<file path="config.mk">
export PLATFORM = sky130hd
export DESIGN_NAME = crc32_stream_verifier_top
export DESIGN_NICKNAME = d
export VERILOG_FILES = /design/src/hdl/crcsv_pkg.sv /design/src/hdl/crcsv_byte_update.sv /design/src/hdl/crcsv_verdict.sv /design/src/hdl/crc32_stream_verifier_top.sv
export SDC_FILE = /design/constraint.sdc
export NUM_CORES = 1
export LEC_CHECK = 0
export BUFFER_PORTS_ARGS = -buffer_cell sky130_fd_sc_hd__buf_2
export CAP_MARGIN = 15
export CORE_MARGIN = 2
export CORE_UTILIZATION = 45
export DETAILED_ROUTE_END_ITERATION = 10
export PLACE_DENSITY = 0.73
export SYNTH_ARGS = -nofsm -noshare
export SYNTH_HDL_FRONTEND = slang
export SYNTH_SLANG_ARGS = --single-unit
</file>
<file path="constraint.sdc">
create_clock -name clk -period 4.9 [get_ports clk]
set_clock_uncertainty 0.1 [all_clocks]
set_input_delay 0.98 -clock clk [delete_from_list [all_inputs] [get_ports clk]]
set_output_delay 0.98 -clock clk [all_outputs]
set_load 0.02 [all_outputs]
</file>
<file path="src/hdl/crcsv_pkg.sv">
// Shared constants and types for the CRC-32 stream verifier.
package crcsv_pkg;

  localparam int unsigned CrcWidth   = 32;
  localparam int unsigned CountWidth = 32;
  localparam int unsigned ByteWidth  = 8;
  localparam int unsigned CfgWidth   = 32;
  localparam int unsigned IndexWidth = 1;

  localparam logic [CrcWidth-1:0]   CrcPoly    = 32'hEDB8_8320;
  localparam logic [CrcWidth-1:0]   CrcPreset  = 32'hFFFF_FFFF;
  localparam logic [CountWidth-1:0] CountMax   = 32'hFFFF_FFFF;

  typedef enum logic [IndexWidth-1:0] {
    REG_EXPECTED_SIZE = 1'b0,
    REG_EXPECTED_CRC  = 1'b1
  } cfg_index_t;

  typedef enum logic [1:0] {
    VERDICT_OK   = 2'd0,
    VERDICT_SIZE = 2'd1,
    VERDICT_CRC  = 2'd2
  } verdict_t;

  typedef enum logic {
    CMD_DATA = 1'b0,
    CMD_END  = 1'b1
  } command_t;

  // Figures of a closed file handed to the verdict logic.
  typedef struct packed {
    logic [CrcWidth-1:0]   crc_final;
    logic [CountWidth-1:0] byte_count;
    logic [CountWidth-1:0] expected_size;
    logic [CrcWidth-1:0]   expected_crc;
  } check_in_t;

endpackage

</file>
<file path="src/hdl/crcsv_byte_update.sv">
// Byte-wide update of a reflected CRC-32 register.
module crcsv_byte_update (
  input  logic [crcsv_pkg::CrcWidth-1:0]  crc_in,
  input  logic [crcsv_pkg::ByteWidth-1:0] data_byte,
  output logic [crcsv_pkg::CrcWidth-1:0]  crc_out
);

  always_comb begin
    logic [crcsv_pkg::CrcWidth-1:0] c;
    c = crc_in ^ {{(crcsv_pkg::CrcWidth-crcsv_pkg::ByteWidth){1'b0}}, data_byte};
    for (int k = 0; k < crcsv_pkg::ByteWidth; k++) begin
      if (c[0]) begin
        c = crcsv_pkg::CrcPoly ^ (c >> 1);
      end else begin
        c = c >> 1;
      end
    end
    crc_out = c;
  end

endmodule

</file>
<file path="src/hdl/crcsv_verdict.sv">
// Verdict decision for a closed file: size check first, then CRC check.
module crcsv_verdict (
  input  crcsv_pkg::check_in_t check,
  output crcsv_pkg::verdict_t  verdict
);

  always_comb begin
    if ((check.expected_size != '0) && (check.byte_count != check.expected_size)) begin
      verdict = crcsv_pkg::VERDICT_SIZE;
    end else if ((check.expected_crc != '0) && (check.crc_final != check.expected_crc)) begin
      verdict = crcsv_pkg::VERDICT_CRC;
    end else begin
      verdict = crcsv_pkg::VERDICT_OK;
    end
  end

endmodule

</file>
<file path="src/hdl/crc32_stream_verifier_top.sv">
// Top level of the CRC-32 stream verifier: input register, running state, result register.
//
//   channel  | handshake                   | payload
//   ---------+-----------------------------+------------------------------------
//   item     | item_valid / item_stall     | command, data_byte
//   result   | result_valid / result_stall | verdict, crc_value, byte_total
//   config   | cfg_write                   | cfg_index, cfg_data
//
// One item is taken every cycle unless an end item is held; a data byte is registered in the input register
// and then folded into the CRC through a single byte-wide XOR network, and an end item's result is registered.
// An end transaction waits in the input register only while the result register is full
// and stalled; data bytes never wait.
// Reset (rst, synchronous) presets the CRC to all ones, clears the count, the expected
// values and both valid flags.
module crc32_stream_verifier_top (
  input  logic                                clk,
  input  logic                                rst,
  input  logic                                item_valid,
  output logic                                item_stall,
  input  logic                                command,
  input  logic [crcsv_pkg::ByteWidth-1:0]     data_byte,
  output logic                                result_valid,
  input  logic                                result_stall,
  output logic [1:0]                          verdict,
  output logic [crcsv_pkg::CrcWidth-1:0]      crc_value,
  output logic [crcsv_pkg::CountWidth-1:0]    byte_total,
  input  logic                                cfg_write,
  input  logic [crcsv_pkg::IndexWidth-1:0]    cfg_index,
  input  logic [crcsv_pkg::CfgWidth-1:0]      cfg_data
);

  logic                                 stage_valid;
  logic                                 stage_command;
  logic [crcsv_pkg::ByteWidth-1:0]      stage_byte;
  logic [crcsv_pkg::CrcWidth-1:0]       crc_register;
  logic [crcsv_pkg::CrcWidth-1:0]       crc_next;
  logic [crcsv_pkg::CountWidth-1:0]     byte_counter;
  logic [crcsv_pkg::CountWidth-1:0]     expected_size;
  logic [crcsv_pkg::CrcWidth-1:0]       expected_crc;
  logic                                 stage_blocked;
  logic                                 item_accept;
  logic                                 stage_fire;
  crcsv_pkg::check_in_t                 check;
  crcsv_pkg::verdict_t                  verdict_next;

  // An end transaction cannot leave the input register while an earlier result is held.
  assign stage_blocked = stage_valid && (stage_command == crcsv_pkg::CMD_END)
                         && result_valid && result_stall;
  assign item_stall    = stage_blocked;
  assign item_accept   = item_valid && !item_stall;
  assign stage_fire    = stage_valid && !stage_blocked;

  crcsv_byte_update u_byte_update (
    .crc_in    (crc_register),
    .data_byte (stage_byte),
    .crc_out   (crc_next)
  );

  assign check.crc_final     = crc_register ^ crcsv_pkg::CrcPreset;
  assign check.byte_count    = byte_counter;
  assign check.expected_size = expected_size;
  assign check.expected_crc  = expected_crc;

  crcsv_verdict u_verdict (
    .check   (check),
    .verdict (verdict_next)
  );

  always_ff @(posedge clk) begin
    if (rst) begin
      expected_size <= '0;
      expected_crc  <= '0;
    end else if (cfg_write) begin
      case (cfg_index)
        crcsv_pkg::REG_EXPECTED_SIZE: expected_size <= cfg_data;
        crcsv_pkg::REG_EXPECTED_CRC:  expected_crc  <= cfg_data;
        default: ;
      endcase
    end
  end

  always_ff @(posedge clk) begin
    if (rst) begin
      stage_valid <= 1'b0;
    end else if (item_accept) begin
      stage_valid <= 1'b1;
    end else if (stage_fire) begin
      stage_valid <= 1'b0;
    end
  end

  always_ff @(posedge clk) begin
    if (item_accept) begin
      stage_command <= command;
      stage_byte    <= data_byte;
    end
  end

  always_ff @(posedge clk) begin
    if (rst) begin
      crc_register <= crcsv_pkg::CrcPreset;
      byte_counter <= '0;
    end else if (stage_fire) begin
      if (stage_command == crcsv_pkg::CMD_DATA) begin
        crc_register <= crc_next;
        if (byte_counter != crcsv_pkg::CountMax) begin
          byte_counter <= byte_counter + 1'b1;
        end
      end else begin
        crc_register <= crcsv_pkg::CrcPreset;
        byte_counter <= '0;
      end
    end
  end

  always_ff @(posedge clk) begin
    if (rst) begin
      result_valid <= 1'b0;
    end else if (stage_fire && (stage_command == crcsv_pkg::CMD_END)) begin
      result_valid <= 1'b1;
    end else if (!result_stall) begin
      result_valid <= 1'b0;
    end
  end

  always_ff @(posedge clk) begin
    if (stage_fire && (stage_command == crcsv_pkg::CMD_END)) begin
      verdict    <= verdict_next;
      crc_value  <= check.crc_final;
      byte_total <= byte_counter;
    end
  end

endmodule

</file>
==> results.json <==
{
  "finalPower_mw": 4.10,
  "maxSlewHeadroom": 0.304,
  "detailedPlacementHpwl_um": 16800,
  "power_frac_clock": 0.391,
  "design.die.area_um2": 21900,
  "synth_top_flop_cell": "dfxtp_1",
  "dr_total_vias": 7235,
  "first_pass_iters": 5,
  "cells_after_synth": 909,
  "synth.net_count": 957,
  "floorplan.die.height_um": 148,
  "critPathCaptureType": "primary output",
  "cellLeakagePower_nw": 4.18,
  "worstRegToRegCells": 6,
  "detail_route.vias_per_cell": 5.61,
  "critical_path_data_arrival_time_ns": 1.70,
  "start_util": 0.461,
  "h-tree-depth": 1,
  "clock_path_buffers": 3,
  "max_freq_ghz": 0.360,
  "synth.yosys.warnings": 0,
  "ys_seq_elements": 205,
  "cts.root.buffer_cell": "clkbuf_16",
  "antenna_found_initial": 0,
  "internal_power_mw": 3.07,
  "report.final.slew_viol_count": 0,
  "switching_power_summed_over_all_nets_mw": 1.03,
  "routabilityCongestion": 0.868,
  "grt_setup_unrepaired": "false",
  "wirelength_um": 23700,
  "worst_skew_pair.late_latency_ns": 0.51,
  "pwr-share-seq": 0.466,
  "cts_tree": "built",
  "max-vdd-ir-drop_uv": 251,
  "class_of_the_tightest_hold_or_removal_check": "flop to flop",
  "first_global_vias": 6632,
  "design.core.area_um2": 20300,
  "grt_first_pass_wirelength_um": 36700,
  "boundaryPins": 115,
  "netlist_area_um2": 9350,
  "global_route.usage.total": 0.211,
  "power_per_cell_area_nw_per_um2": 378,
  "combinational_share_of_power": 0.143,
  "ffs_w_async_s_r_synth": 0,
  "antenna_violating_nets_post_route": 0,
  "cts.sinks": 205,
  "post_cts.resized_instances": 0,
  "layout-drive-gt1-share": 0.182,
  "post_cts.repair.setup_buffers": 0,
  "post-route-period-util": 0.567,
  "critPathMaxFanout": 10,
  "fin_nets": 1052,
  "cts_hold_repair.buffers": 0,
  "maxCapViolCount": 0,
  "worstHoldPathCells": 2,
  "run_status": "complete, no violations",
  "finalSetupTns_ns": 0,
  "port-buffer-count": 114,
  "grt_max_degree": 71,
  "wire_per_inst_um": 18.3,
  "first_iter_violations": 848,
  "power.share.switching": 0.251,
  "r2r-start": "byte_counter[3]",
  "min-delay-start": "expected_crc[6]",
  "report.final.setup_viol": 0,
  "globalRouteOverflowTotal": 0,
  "post-route-util": 0.534,
  "post-place-cells": 1248,
  "die_w_um": 148,
  "clkTransAtPathRegs_ns": 0.06,
  "synthesis.area_per_instance_um2": 10.3,
  "finalNonFillerCells": 1290,
  "netlist-cell-type-count": 55,
  "synth-edff-count": 75,
  "timing_hold_violations_final": 0,
  "critPathRequiredTime_ns": 3.82,
  "timing.critical_path.from_type": "flop",
  "fp-row-count": 52,
  "critPathKind": "flop to primary output",
  "synth_sequential_area_ratio": 0.519,
  "period_minus_ws_final_ns": 2.78,
  "antenna_cells": 0,
  "drcViolationCount": 0,
  "cts_buffers": 22,
  "hold_endpoint": "expected_crc[6]",
  "r2r_setup_slack_ns": 2.24,
  "area_grow_syn2layout_pct": 16.0,
  "max_slew.worst_pin.slew_ns": 1.04,
  "worstReg2RegEnd": "byte_counter[31]"
}
[synth_stat cells, drive strengths merged, types with 4 or more instances]
| cell type | count | area, um^2 |
|---|---|---|
| and3 | 7 | 43.8 |
| nor3 | 8 | 40.0 |
| o21ai | 11 | 55.1 |
| nand3 | 13 | 70.1 |
| or3 | 8 | 55.1 |
| o22ai | 20 | 125 |
| a21oi | 97 | 489 |
| or2 | 9 | 56.3 |
| nor2 | 15 | 56.3 |
| a22oi | 4 | 30.0 |
| buf | 8 | 42.5 |
| edfxtp | 75 | 2250 |
| xor2 | 34 | 317 |
| nand2b | 22 | 138 |
| dfxtp | 130 | 2600 |
| or4 | 20 | 150 |
| o31ai | 19 | 143 |
| nand4 | 34 | 228 |
| nor4 | 28 | 203 |
| xnor3 | 16 | 360 |
| inv | 37 | 139 |
| nand2 | 153 | 574 |
| xnor2 | 74 | 787 |
| clkbuf | 42 | 158 |
[metal layers]
layer	vias to the layer above	GRT usage	wire, um
li1	3423	-	-
met4	0	0.0510	371
met2	321	0.308	10200
met5	-	0	0
met1	3461	0.329	10800
met3	30	0.0298	2230
[cell families (layout without fill, tap and decap cells)]
| kind of cell | Yosys count | count (layout) | share of synthesized area |
|---|---|---|---|
| AO/OA/AOI/OAI | 162 | 162 | 0.0998 |
| XOR/XNOR | 125 | 125 | 0.159 |
| adder cells (fa/ha/maj) | 1 | 1 | 0.00134 |
| buffers and inverters | 87 | 198 | 0.0363 |
| flip-flops | 205 | 205 | 0.519 |
| multiplexers | 2 | 2 | 0.00214 |
| AND/OR/NAND/NOR | 327 | 327 | 0.182 |
[through the flow]
stage | worst slack (ns) | area (um^2) | hold slack, ns
floorplan | 1.43 | 9360 | 0.306
global placement | 1.98 | 10100 | 0.372
detailed placement | 1.91 | 10100 | 0.377
CTS | 2.12 | 10800 | 0.384
global route | 2.03 | 10800 | 0.410
finish | 2.12 | 10800 | 0.384
[sequential cells by signal, summed over array words and instances, names as in the netlist]
name	flops
byte_counter	32
stage_command	1
verdict	2
crc_value	32
crc_register	32
byte_total	32
stage_byte	8
expected_size	32
stage_valid	1
expected_crc	32
result_valid	1
[power by group through the flow]
stage | clock (mW) | sequential (mW) | combinational (mW)
after floorplan | 0 | 1.94 | 0.437
after global placement | 0 | 1.94 | 0.564
after detailed placement | 0 | 1.95 | 0.572
after CTS | 1.63 | 1.91 | 0.580
after global routing | 1.69 | 1.92 | 0.633
final | 1.60 | 1.91 | 0.586
[placed cells by master, fill, tap and decap left out, drive strengths merged, types with 3 or more instances in the layout]
master / count
nand2: 153
or3: 8
o22ai: 20
xnor3: 16
or4: 20
and2: 3
o21ai: 11
nand3: 13
clkinv: 7
nand4: 34
inv: 37
and3: 7
dfxtp: 130
nor2: 15
or2: 9
a21oi: 97
buf: 121
edfxtp: 75
nand2b: 22
xnor2: 74
clkbuf: 30
xor2: 34
nor4: 28
o31ai: 19
nor3: 8
a22oi: 4
[how the worst max path moves through the flow]
stage / start / to / slack, ns / cells after the start
after floorplan: result_stall / byte_counter[2] / 1.43 / 4
after global placement: result_stall / byte_counter[15] / 1.98 / 5
after detailed placement: result_stall / byte_counter[17] / 1.91 / 5
after CTS: stage_command / item_stall / 2.12 / 3
after global routing: stage_command / item_stall / 2.03 / 3
final: stage_command / item_stall / 2.12 / 3
[area by class of cell]
class | count | area, um^2
Fill cell | 1876 | 9450
Sequential cell | 205 | 4850
Multi-Input combinational cell | 617 | 4170
Timing Repair Buffer | 121 | 638
Clock buffer | 30 | 622
Tap cell | 270 | 338
Inverter | 37 | 139
Clock inverter | 10 | 82.6
[worst max-delay path, cell delays in order, from the launching register on]
cell	delay [ns]
edfxtp_1	0.56
nand2_1	0.21
nor2_1	0.22
buf_2	0.22
No activity file was read; power rests on OpenSTA's default activity.
